--- src/rtl/core/disk_image_header_validator_assert.svh ---
// assertion macros for the disk image header validator
`ifndef DISK_IMAGE_HEADER_VALIDATOR_ASSERT_SVH
`define DISK_IMAGE_HEADER_VALIDATOR_ASSERT_SVH

`ifndef NO_ASSERTIONS

// clocked property, disabled while reset is asserted
`define DIHV_ASSERT(lbl, clk, rstn, prop) \
	lbl: assert property (@(posedge clk) disable iff (!rstn) prop) \
		else $error("dihv assertion failed");

// same, with a message of its own
`define DIHV_ASSERT_MSG(lbl, clk, rstn, prop, msg) \
	lbl: assert property (@(posedge clk) disable iff (!rstn) prop) \
		else $error(msg);

`else

`define DIHV_ASSERT(lbl, clk, rstn, prop)
`define DIHV_ASSERT_MSG(lbl, clk, rstn, prop, msg)

`endif

`endif

--- src/rtl/core/dihv_pkg.sv ---
`default_nettype none

package dihv_pkg;

	localparam int HDR_LEN    = 46;
	localparam int BANNER_LEN = 21;
	localparam int LAST_IDX   = 45;

	// version string offsets
	localparam int VER_MAJOR  = 21;
	localparam int VER_DOT_AT = 22;
	localparam int VER_MIN_HI = 23;
	localparam int VER_MIN_LO = 24;
	localparam int VER_NUL_AT = 25;

	// low byte offsets of the little-endian geometry fields
	localparam int CYL_LO     = 30;
	localparam int HEADS_LO   = 32;
	localparam int SECT_LO    = 34;
	localparam int SSIZE_LO   = 42;
	localparam int TRACK_LO   = 44;

	localparam logic [7:0] CHR_DOT  = 8'h2E;
	localparam logic [7:0] CHR_NUL  = 8'h00;
	localparam logic [7:0] CHR_ZERO = 8'h30;
	localparam logic [7:0] CHR_NINE = 8'h39;

	localparam logic [15:0] MAX_CYL     = 16'd255;
	localparam logic [15:0] MAX_HEADS   = 16'd2;
	localparam logic [15:0] MAX_SECT    = 16'd64;
	localparam logic [15:0] MIN_SSIZE   = 16'd128;
	localparam logic [15:0] MAX_SSIZE   = 16'd4096;

	typedef enum logic [2:0] {
		RSN_OK        = 3'd0,
		RSN_SHORT     = 3'd1,
		RSN_SIGNATURE = 3'd2,
		RSN_VERSION   = 3'd3,
		RSN_RANGE     = 3'd4,
		RSN_TRACK     = 3'd5,
		RSN_PARTIAL   = 3'd6,
		RSN_GEOMETRY  = 3'd7
	} reason_t;

	typedef struct packed {
		logic [7:0]  data_byte;
		logic        start_req;
		logic [31:0] file_span;
	} hdr_beat_t;

	typedef struct packed {
		logic        accepted;
		reason_t     reason;
		logic [7:0]  cylinder_count;
		logic [1:0]  head_count;
		logic [6:0]  sectors_per_track;
		logic [12:0] bytes_per_sector;
		logic [26:0] payload_bytes;
	} verdict_t;

	// header snapshot handed from the parser to the judge
	typedef struct packed {
		logic        short_span;
		logic        sig_good;
		logic        ver_good;
		logic [15:0] cyl;
		logic [15:0] heads;
		logic [15:0] sectors;
		logic [15:0] sec_size;
		logic [15:0] track;
	} geom_snap_t;

	function automatic logic [7:0] banner_byte(input logic [4:0] idx);
		logic [7:0] b;
		case (idx)
			5'd0:    b = 8'h53;
			5'd1:    b = 8'h41;
			5'd2:    b = 8'h42;
			5'd3:    b = 8'h20;
			5'd4:    b = 8'h44;
			5'd5:    b = 8'h69;
			5'd6:    b = 8'h73;
			5'd7:    b = 8'h6B;
			5'd8:    b = 8'h65;
			5'd9:    b = 8'h74;
			5'd10:   b = 8'h74;
			5'd11:   b = 8'h65;
			5'd12:   b = 8'h20;
			5'd13:   b = 8'h55;
			5'd14:   b = 8'h74;
			5'd15:   b = 8'h69;
			5'd16:   b = 8'h6C;
			5'd17:   b = 8'h69;
			5'd18:   b = 8'h74;
			5'd19:   b = 8'h79;
			default: b = 8'h00;
		endcase
		return b;
	endfunction

endpackage

`default_nettype wire

--- src/rtl/core/disk_image_header_validator.sv ---
// disk image header validator
// hdr channel: one header byte per beat, offsets 0 to 45 in order; start_req
//   marks offset 0 and loads file_span (taken in its low SPAN_BITS bits).
//   a start beat in mid-header throws the partial header away and restarts.
//   beats with start_req low while idle are dropped without a verdict.
// verdict channel: one beat per header, carrying accepted, a reason code
//   and, when accepted, the geometry and payload size.
// throughput: one header byte per cycle while hdr_stall is low, set by the single
//   parse register stage; headers may follow back to back.
// verdict path: the beat holding offset 45 is registered in the parse snapshot,
//   then judged into the output register, where the verdict becomes valid.
//   a start beat with a span of 46 or less answers reason 1 by the same path
//   and the block goes back to waiting for a start.
// stall: while verdict_stall holds a pending verdict, one more finished
//   header may wait in the snapshot stage; hdr_stall rises only when both
//   the snapshot and the output register are full.
// reset: arst_n clears all control state at once; the block comes out idle,
//   waiting for a start beat, with no verdict pending.
`default_nettype none

module disk_image_header_validator import dihv_pkg::*; #(
	parameter int SPAN_BITS = 32
) (
	input  wire            clk,
	input  wire            arst_n,
	input  wire            hdr_valid,
	input  wire hdr_beat_t hdr,
	output logic           hdr_stall,
	output logic           verdict_valid,
	output verdict_t       verdict,
	input  wire            verdict_stall
);

	// snapshot stage between parser and judge
	logic                 valid_s1;
	geom_snap_t           snap_s1;
	logic [SPAN_BITS-1:0] payload_s1;
	// judge frees the snapshot when the output register can take it
	logic                 advance;

	// byte-wise parse: banner, version, geometry fields
	dihv_parser #(
		.SPAN_BITS (SPAN_BITS)
	) u_parser (
		.clk        (clk),
		.arst_n     (arst_n),
		.hdr_valid  (hdr_valid),
		.hdr        (hdr),
		.hdr_stall  (hdr_stall),
		.advance    (advance),
		.valid_s1   (valid_s1),
		.snap_s1    (snap_s1),
		.payload_s1 (payload_s1)
	);

	// range and consistency checks, result register
	dihv_judge #(
		.SPAN_BITS (SPAN_BITS)
	) u_judge (
		.clk           (clk),
		.arst_n        (arst_n),
		.valid_s1      (valid_s1),
		.snap_s1       (snap_s1),
		.payload_s1    (payload_s1),
		.advance       (advance),
		.verdict_valid (verdict_valid),
		.verdict       (verdict),
		.verdict_stall (verdict_stall)
	);

endmodule

`default_nettype wire

--- src/rtl/core/dihv_parser.sv ---
`default_nettype none

`include "disk_image_header_validator_assert.svh"

module dihv_parser import dihv_pkg::*; #(
	parameter int SPAN_BITS = 32
) (
	input  wire                  clk,
	input  wire                  arst_n,
	input  wire                  hdr_valid,
	input  wire hdr_beat_t       hdr,
	output logic                 hdr_stall,
	input  wire                  advance,
	output logic                 valid_s1,
	output geom_snap_t           snap_s1,
	output logic [SPAN_BITS-1:0] payload_s1
);

	logic [5:0]           idx_q;
	logic                 waiting_q;
	logic [SPAN_BITS-1:0] span_q;
	logic                 sig_q, ver_q;
	logic [15:0]          cyl_q, heads_q, sect_q, ssize_q, track_q;

	logic                 take;
	logic [SPAN_BITS-1:0] span_in;
	logic                 span_short;
	logic [5:0]           idx_e;
	logic                 sig_n, ver_n;
	logic [15:0]          cyl_n, heads_n, sect_n, ssize_n, track_n;
	logic                 process, last_byte;

	function automatic logic [15:0] put_le(input logic [15:0] f, input logic [5:0] idx,
			input logic [5:0] lo, input logic [7:0] b);
		logic [15:0] r;
		r = f;
		if (idx == lo)
			r = {f[15:8], b};
		else if (idx == lo + 6'd1)
			r = {b, f[7:0]};
		return r;
	endfunction

	function automatic logic is_digit(input logic [7:0] b);
		return (b >= CHR_ZERO) && (b <= CHR_NINE);
	endfunction

	assign hdr_stall = valid_s1 && !advance;
	assign take      = hdr_valid && !hdr_stall;

	assign span_in    = SPAN_BITS'(hdr.file_span);
	assign span_short = span_in <= SPAN_BITS'(HDR_LEN);

	// byte is used when parsing, or when a start beat carries a long enough span
	assign process   = hdr.start_req ? !span_short : !waiting_q;
	assign last_byte = idx_e >= 6'(LAST_IDX);

	always_comb begin
		logic        sig_e, ver_e;
		logic [15:0] cyl_e, heads_e, sect_e, ssize_e, track_e;
		idx_e   = hdr.start_req ? 6'd0 : idx_q;
		sig_e   = hdr.start_req ? 1'b1 : sig_q;
		ver_e   = hdr.start_req ? 1'b1 : ver_q;
		cyl_e   = hdr.start_req ? 16'd0 : cyl_q;
		heads_e = hdr.start_req ? 16'd0 : heads_q;
		sect_e  = hdr.start_req ? 16'd0 : sect_q;
		ssize_e = hdr.start_req ? 16'd0 : ssize_q;
		track_e = hdr.start_req ? 16'd0 : track_q;

		sig_n = sig_e;
		ver_n = ver_e;
		if (idx_e < 6'(BANNER_LEN)) begin
			if (hdr.data_byte != banner_byte(idx_e[4:0]))
				sig_n = 1'b0;
		end else if (idx_e == 6'(VER_DOT_AT)) begin
			if (hdr.data_byte != CHR_DOT)
				ver_n = 1'b0;
		end else if (idx_e == 6'(VER_MAJOR) || idx_e == 6'(VER_MIN_HI)
				|| idx_e == 6'(VER_MIN_LO)) begin
			if (!is_digit(hdr.data_byte))
				ver_n = 1'b0;
		end else if (idx_e == 6'(VER_NUL_AT)) begin
			if (hdr.data_byte != CHR_NUL)
				ver_n = 1'b0;
		end

		cyl_n   = put_le(cyl_e,   idx_e, 6'(CYL_LO),   hdr.data_byte);
		heads_n = put_le(heads_e, idx_e, 6'(HEADS_LO), hdr.data_byte);
		sect_n  = put_le(sect_e,  idx_e, 6'(SECT_LO),  hdr.data_byte);
		ssize_n = put_le(ssize_e, idx_e, 6'(SSIZE_LO), hdr.data_byte);
		track_n = put_le(track_e, idx_e, 6'(TRACK_LO), hdr.data_byte);
	end

	always_ff @(posedge clk or negedge arst_n) begin
		if (!arst_n) begin
			idx_q     <= '0;
			waiting_q <= 1'b1;
			span_q    <= '0;
			sig_q     <= 1'b1;
			ver_q     <= 1'b1;
			cyl_q     <= '0;
			heads_q   <= '0;
			sect_q    <= '0;
			ssize_q   <= '0;
			track_q   <= '0;
		end else if (take) begin
			if (hdr.start_req)
				span_q <= span_in;
			if (hdr.start_req && span_short) begin
				idx_q     <= '0;
				waiting_q <= 1'b1;
				sig_q     <= 1'b1;
				ver_q     <= 1'b1;
				cyl_q     <= '0;
				heads_q   <= '0;
				sect_q    <= '0;
				ssize_q   <= '0;
				track_q   <= '0;
			end else if (process) begin
				sig_q   <= sig_n;
				ver_q   <= ver_n;
				cyl_q   <= cyl_n;
				heads_q <= heads_n;
				sect_q  <= sect_n;
				ssize_q <= ssize_n;
				track_q <= track_n;
				if (last_byte) begin
					idx_q     <= '0;
					waiting_q <= 1'b1;
				end else begin
					idx_q     <= idx_e + 6'd1;
					waiting_q <= 1'b0;
				end
			end
		end
	end

	always_ff @(posedge clk or negedge arst_n) begin
		if (!arst_n) begin
			valid_s1 <= 1'b0;
		end else if (take) begin
			valid_s1 <= (hdr.start_req && span_short) || (process && last_byte);
		end else if (advance) begin
			valid_s1 <= 1'b0;
		end
	end

	always_ff @(posedge clk) begin
		if (take) begin
			snap_s1.short_span <= hdr.start_req && span_short;
			snap_s1.sig_good   <= sig_n;
			snap_s1.ver_good   <= ver_n;
			snap_s1.cyl        <= cyl_n;
			snap_s1.heads      <= heads_n;
			snap_s1.sectors    <= sect_n;
			snap_s1.sec_size   <= ssize_n;
			snap_s1.track      <= track_n;
			// span is above the header length whenever a full header completes
			payload_s1         <= span_q - SPAN_BITS'(HDR_LEN);
		end
	end

	`DIHV_ASSERT(a_idle_idx_zero, clk, arst_n, waiting_q |-> idx_q == 6'd0)
	`DIHV_ASSERT(a_idx_in_header, clk, arst_n, !waiting_q |-> idx_q <= 6'(LAST_IDX))
	`DIHV_ASSERT_MSG(a_s1_holds, clk, arst_n, valid_s1 && !advance |=> valid_s1,
		"snapshot dropped while output stalled")

endmodule

`default_nettype wire

--- src/rtl/core/dihv_judge.sv ---
`default_nettype none

`include "disk_image_header_validator_assert.svh"

module dihv_judge import dihv_pkg::*; #(
	parameter int SPAN_BITS = 32
) (
	input  wire                  clk,
	input  wire                  arst_n,
	input  wire                  valid_s1,
	input  wire geom_snap_t      snap_s1,
	input  wire [SPAN_BITS-1:0]  payload_s1,
	output logic                 advance,
	output logic                 verdict_valid,
	output verdict_t             verdict,
	input  wire                  verdict_stall
);

	logic        range_bad, track_bad, partial, too_big;
	logic [19:0] track_calc;
	logic [23:0] cyl_track;
	logic [24:0] capacity;
	logic [12:0] sec_mask;
	reason_t     rsn;
	verdict_t    result;

	assign advance = !verdict_valid || !verdict_stall;

	always_comb begin
		range_bad = snap_s1.cyl == 16'd0 || snap_s1.cyl > MAX_CYL
			|| snap_s1.heads == 16'd0 || snap_s1.heads > MAX_HEADS
			|| snap_s1.sectors == 16'd0 || snap_s1.sectors > MAX_SECT
			|| snap_s1.sec_size < MIN_SSIZE || snap_s1.sec_size > MAX_SSIZE
			|| (snap_s1.sec_size & (snap_s1.sec_size - 16'd1)) != 16'd0;

		// narrow products are exact once the ranges hold
		track_calc = {13'd0, snap_s1.sectors[6:0]} * {7'd0, snap_s1.sec_size[12:0]};
		track_bad  = {4'd0, snap_s1.track} != track_calc;

		sec_mask = snap_s1.sec_size[12:0] - 13'd1;
		partial  = (payload_s1[12:0] & sec_mask) != 13'd0;

		cyl_track = {16'd0, snap_s1.cyl[7:0]} * {8'd0, snap_s1.track};
		capacity  = (snap_s1.heads[1:0] == 2'd2) ? {cyl_track, 1'b0} : {1'b0, cyl_track};
		too_big   = payload_s1 > SPAN_BITS'(capacity);

		if (snap_s1.short_span)
			rsn = RSN_SHORT;
		else if (!snap_s1.sig_good)
			rsn = RSN_SIGNATURE;
		else if (!snap_s1.ver_good)
			rsn = RSN_VERSION;
		else if (range_bad)
			rsn = RSN_RANGE;
		else if (track_bad)
			rsn = RSN_TRACK;
		else if (partial)
			rsn = RSN_PARTIAL;
		else if (too_big)
			rsn = RSN_GEOMETRY;
		else
			rsn = RSN_OK;

		result = '0;
		result.reason = rsn;
		if (rsn == RSN_OK) begin
			result.accepted          = 1'b1;
			result.cylinder_count    = snap_s1.cyl[7:0];
			result.head_count        = snap_s1.heads[1:0];
			result.sectors_per_track = snap_s1.sectors[6:0];
			result.bytes_per_sector  = snap_s1.sec_size[12:0];
			result.payload_bytes     = payload_s1[26:0];
		end
	end

	always_ff @(posedge clk or negedge arst_n) begin
		if (!arst_n) begin
			verdict_valid <= 1'b0;
		end else if (advance) begin
			verdict_valid <= valid_s1;
		end
	end

	always_ff @(posedge clk) begin
		if (advance && valid_s1)
			verdict <= result;
	end

	`DIHV_ASSERT(a_ok_sector_pow2, clk, arst_n,
		verdict_valid && verdict.accepted |-> $onehot(verdict.bytes_per_sector))
	`DIHV_ASSERT_MSG(a_reject_zeroed, clk, arst_n,
		verdict_valid && !verdict.accepted |->
			verdict.payload_bytes == 27'd0 && verdict.cylinder_count == 8'd0,
		"rejected verdict carries geometry")

endmodule

`default_nettype wire
--- config.mk ---
export PLATFORM = sky130hd
export DESIGN_NAME = disk_image_header_validator
export DESIGN_NICKNAME = d
export VERILOG_FILES = /design/src/rtl/core/dihv_pkg.sv /design/src/rtl/core/disk_image_header_validator.sv /design/src/rtl/core/dihv_parser.sv /design/src/rtl/core/dihv_judge.sv
export VERILOG_INCLUDE_DIRS = /design/src /design/src/rtl/core
export SDC_FILE = /design/constraint.sdc
export NUM_CORES = 1
export LEC_CHECK = 0
export ABC_AREA = 1
export BUFFER_PORTS_ARGS = -buffer_cell sky130_fd_sc_hd__buf_2
export CORE_MARGIN = 4
export CORE_UTILIZATION = 63
export CTS_CLUSTER_SIZE = 8
export DETAILED_ROUTE_END_ITERATION = 6
export HOLD_SLACK_MARGIN = 0.12
export PLACE_DENSITY = 0.81
export SETUP_SLACK_MARGIN = 0.1
export SLEW_MARGIN = 25
export SYNTH_ARGS = -nofsm -noshare
export SYNTH_HDL_FRONTEND = slang
export SYNTH_SLANG_ARGS = --single-unit
--- constraint.sdc ---
create_clock -name clk -period 8.81 [get_ports clk]
set_input_delay 1.3215 -clock clk [delete_from_list [all_inputs] [get_ports clk]]
set_output_delay 1.3215 -clock clk [all_outputs]
set_load 0.005 [all_outputs]
# Word-level counts from Yosys, hierarchy flattened
# Memory sizes are Yosys's and may differ from the RTL's.
# Cells that the tools add are included.
# op_classes
add_sub_neg,4
mul,2
n_lt_le_gt_ge,11
eq_ne,19
mux,60
bitwise_logic,2
n_reduce_logical,35
# op_table
op,n
16-bit 2-to-1 mux,25
"6-bit equality test, second input constant",8
16-bit zero test,3
"6-bit by 5-bit equality test with 1-bit output, second input constant",7
32-bit by 25-bit greater-than comparator with 1-bit output,1
"32-bit by 6-bit less-or-equal comparator with 1-bit output, second input constant",1
"32-bit by 6-bit subtractor with 32-bit output, second input constant",1
25-bit 2-to-1 mux,1
8-bit by 16-bit multiplier with 24-bit output,1
6-bit 2-to-1 mux,4
1-bit 2-to-1 mux,22
3-bit 2-to-1 mux,7
7-bit by 13-bit multiplier with 20-bit output,1
16-bit by 20-bit inequality test with 1-bit output,1
16-bit bitwise AND,1
"16-bit by 13-bit greater-than comparator with 1-bit output, second input constant",1
"16-bit by 2-bit greater-than comparator with 1-bit output, second input constant",1
"16-bit by 7-bit greater-than comparator with 1-bit output, second input constant",1
"16-bit by 8-bit greater-than comparator with 1-bit output, second input constant",1
"16-bit by 8-bit less-than comparator with 1-bit output, second input constant",1
16-bit nonzero test,1
"16-bit by 1-bit subtractor with 16-bit output, second input constant",1
13-bit bitwise AND,1
13-bit nonzero test,1
other kinds (17),40
# word_totals
reg_bits,299
romBits,224
input_bits,45
elab_cells,162
memories,1
# memory_table
name,depth,width,read_ports,rd_clocked_by_memory_dff,write_ports,line,rtl
(no name shown),32,7,1,0,0,dihv_pkg.sv:75,case (idx)

# Logic depth before layout (Yosys ltp)
# depth
ltp_word,15
ltp_mapped,40

# Cells and area by module
# From an unflattened synthesis, not the netlist that was laid out.
# hier_totals
cells_unflattened,2708
hier_area_um2,22440.3
# by_module_without_submodules
module,n_inst,cells_per_inst,area_each_um2,seq_area_each_um2
dihv_judge,1,1620,11995.3,1856.8
dihv_parser,1,1088,10445.0,6510.0

# Worst setup path after synthesis
# OpenSTA, ideal clock, no wires.
# synth_timing
path_type,register to register
start,"reg, netlist name u_parser.snap_s1[69]"
end,"reg, netlist name u_judge.verdict[60]"
setup_ps,260
t_arrival_ps,6261
t_required_ps,8550
path_slack_ps,2289
stages_incl_launch_ff,38
n_path_buf,4
path_cell_list,edfxtp_1 -> clkbuf_1 -> buf_1 -> nand2_1 -> inv_1 -> fa_1 -> fa_1 -> fa_1 -> inv_1 -> fa_1 -> inv_1 -> ha_1 -> nand2_1 -> nor2_1 -> nand2_1 -> o211ai_1 -> a31oi_1 -> o21ai_0 -> (+2 left out) -> nand3_1 -> nand2_1 -> ha_1 -> nand2_1 -> nor2_1 -> nand4_1 -> nor3b_1 -> nand2_1 -> nand2_1 -> nand2_1 -> a21oi_1 -> nand3_1 -> nand2_1 -> nand2_1 -> nand2_1 -> buf_6 -> buf_6 -> nor2_1

# Worst setup path after layout
# layout_timing
start,"reg, netlist name u_parser.snap_s1[69]"
end,"reg, netlist name u_judge.verdict[41]"
# layout_between
elab_chain_len,14
word_cells_on_any_way,21
classes_between,mul: 1; order compare: 2; mux: 8; reduce/logical: 10
# layout_lines
item,line,rtl
"parallel branches: the longest is 9 deep, another holds 32-bit by 25-bit greater-than comparator with 1-bit output",-,
3-bit 2-to-1 mux (*),dihv_judge.sv:53,else if (range_bad)
3-bit 2-to-1 mux (*),dihv_judge.sv:51,else if (!snap_s1.ver_good)
3-bit 2-to-1 mux (*),dihv_judge.sv:49,else if (!snap_s1.sig_good)
3-bit 2-to-1 mux (*),dihv_judge.sv:47,if (snap_s1.short_span)
3-bit zero test (*),dihv_judge.sv:66,if (rsn == RSN_OK) begin
# Every way passes the cells marked *.
# A chain may end at the register's enable or synchronous reset.

==> flow_summary.ini <==
[clock_network]
cts_tree = done
clockBufferDepth = 3
cts-resized-gates = 0
worst_skew_pair.late_latency_ns = 0.55
clock-root-buffer = clkbuf_16
cts_hold_buf = 0
clk_pin_slew_ns = 0.05
postCtsSetupBuffers = 0
cts_sinks = 299
numCtsBuffers = 43
htreeDepth = 2

[pwr]
p_leak_nw = 12.96
finalPower_mw = 4.043
power_density_nw_per_um2 = 164.8
intPower_mw = 2.817
p_clk_share_pct = 38.5
seqPwrFrac_pct = 40.4
p_sw_share_pct = 30.32
p_sw_mw = 1.226
ir_drop_v = 0.0001883
comb_power_share_pct = 21.1

[die]
io_pins = 108
num_rows = 69
die_width_um = 197.3
dieArea_sq_um = 38940
die_h_um = 197.3
core_area_sq_um = 35480
start_util_pct = 63.65

[setup_path]
crit_type = reg2reg
startpoint = u_parser.snap_s1[69]
r2r_start = u_parser.snap_s1[69]
cp-start-kind = flop
end_kind = flop
cp.arrival_ns = 8.27
slowest_delay_ns = 0.81
critPathSlowestCell = edfxtp_1
crit_required_ns = 9.10
crit_path_frequent_cell = nand2_1
reg2reg_depth = 32
critical_path.max_fanout = 35

[synth]
ys_seq_area_share_pct = 37.05
netlist.top_cell.by_area = edfxtp_1
synth_cells = 2733
netlist_area_sq_um = 22580
synth_seq_cells = 299
synth.mux.area_fraction_pct = 0.5928
synthTopCellsByArea = edfxtp_1 23%, dfrtp_1 13%, fa_1 12%
synthFlopType = edfxtp_1
synthAdderAreaFrac_pct = 19.38
synth_cell_types = 55
synth_top_area_share_pct = 23.40
syn_avg_cell_area_sq_um = 8.264
synth_xor_area_share_pct = 2.898
synthSimpleGateAreaFrac_pct = 22.54
synth_compound_gate_area_share_pct = 5.911
synth_edf_count = 176
synth_warnings = 0
synth_top_family_by_area = simple AND/OR/NAND/NOR gates
async_reset_ff_share_pct = 41.14

[sta]
rsz0062_at_grt = false
final.period_utilization_pct = 90.61
fmax_mhz = 125.3
finClkSkew_ns = 0.02748
setup_viol = 0
setup_tns_ns = 0
finalMaxSlewViolations = 0
period_needed_ns = 7.983
worst_slew_pin_slew_ns = 1.006
maxSlewHeadroom_pct = 32.93
hold_viol = 0

[detailed_routing]
drt_iter0_drc = 1854
vias = 18490
via_per_inst = 5.652
dr.pass1.iters = 7
drc = 1
routed_wl_um = 58810
post_drt_wl_per_cell_um = 17.98
ant_nets = 0

[layout]
area_growth_pct = 8.609
diodes = 0
final_area_sq_um = 24530
final_common_cell = nand2_1
final_cell_mix = 733 x nand2_1, 538 x inv_1, 176 x edfxtp_1, 153 x nand3_1, 148 x o21ai_0
nNetsFinal = 3088
drive_above_1_share_pct = 8.826

[hold_path]
hp-start = u_parser.span_q[0]
hold_depth = 0
min_path_type = reg2reg

[placement]
place_area_sq_um = 23250
io_buffer_count = 107
gp_congestion = 0.9305
dp.final_hpwl_um = 42930

[grt]
grt_usage_pct = 30.61
grt_max_degree = 92
grt_first_pass_wirelength_um = 95620
grt_pass1_vias = 18660
grt-ovfl-total = 0
grt_antenna_before_repair = 0

[status]
violations = design-rule violations
outcome = complete, but fails checks

[run]
cap_violations = 0
==> worst max-delay path: cells and delay by family (launching register included) <==
family	cells	cell delay, ns
flops	1	0.81
compound gates	5	1.24
buf+inv	4	0.49
fa+ha+maj	6	2.73
simple gates	17	2.42
==> registers in the layout, indices dropped and copies added, names as in the netlist, 6 cells and up <==
name	count
u_parser.payload_s1	32
u_parser.heads_q	16
u_parser.span_q	32
u_judge.verdict	61
u_parser.idx_q	6
u_parser.ssize_q	16
u_parser.sect_q	16
u_parser.cyl_q	16
u_parser.track_q	16
u_parser.snap_s1	83
==> cells in the mapped netlist, types with 4 or more instances <==
cell type  count
a21oi_1       55
buf_1         19
buf_2         26
buf_6         11
clkbuf_1      60
dfrtp_1      120
edfxtp_1     176
fa_1         138
ha_1         129
inv_1        539
inv_2          7
mux2_2        11
nand2_1      735
nand3_1      153
nand3b_1       4
nand4_1       29
nor2_1       134
nor3_1        36
nor3_2        42
nor3b_1        4
nor4_1        11
o211ai_1       5
o21ai_0      148
o21ai_1        5
o22ai_1       13
or2_2          4
xnor2_1       35
xor2_1        37
==> per-stage QoR <==
stage | hold WS [ns] | utilization (%) | setup WS (ns) | cells
finish | 0.4454 | 69.13 | 0.8274 | 3271
floorplan | 0.4253 | - | 2.289 | 2734
global placement | 0.4344 | 65.53 | 1.240 | 3192
global route | 0.4711 | 69.13 | 0.3839 | 3271
detailed placement | 0.4348 | 65.53 | 1.007 | 3192
CTS | 0.4447 | 69.13 | 0.9462 | 3271
==> power by group through the flow <==
| stage | combinational (mW) | sequential, mW | clock (mW) |
|---|---|---|---|
| 2_1_floorplan | 0.637 | 1.61 | 0 |
| 3_3_place_gp | 0.806 | 1.65 | 0 |
| 3_5_place_dp | 0.837 | 1.65 | 0 |
| 4_1_cts | 0.846 | 1.63 | 1.57 |
| 5_1_grt | 0.968 | 1.64 | 1.64 |
| 6_report | 0.853 | 1.63 | 1.56 |
==> metal layers <==
| metal | share of wire (%) | wire length, um | vias up | global-route usage, % |
|---|---|---|---|---|
| li1 | - | - | 8626 | - |
| met4 | 3.7 | 2176 | 0 | 11.79 |
| met2 | 47 | 27540 | 845 | 49.74 |
| met3 | 8.2 | 4845 | 160 | 3.974 |
| met5 | 0 | 0 | - | 0 |
| met1 | 41 | 24250 | 8858 | 42.45 |
==> logic make-up after synthesis <==
logic type	Yosys count
other	1
buffers and inverters	665
XOR/XNOR	73
multiplexers	12
AND/OR/NAND/NOR	1168
adder cells (fa/ha/maj)	267
flip-flops	299
AO/OA/AOI/OAI	248
==> cell type report <==
type                            instances  area (sq um)
Tap cell                              461         576.8
Timing Repair Buffer                  116         630.6
Clock buffer                           76          1221
Inverter                              546          2052
Multi-Input combinational cell       1770         11630
Sequential cell                       299          8367
Clock inverter                          3         55.05
Fill cell                            2795         10950
==> path summary, 6_finish.rpt <==
path	end	slack (ns)
setup / recovery	u_judge.verdict[41]	0.83
hold / removal	u_parser.payload_s1[0]	0.45
setup reg to reg	u_judge.verdict[41]	0.83
hold reg to reg	u_parser.payload_s1[0]	0.45
max in group asynchronous	u_parser.cyl_q[5]	6.60
min in group asynchronous	u_parser.heads_q[13]	0.84
No activity file was read; power rests on OpenSTA's default activity.
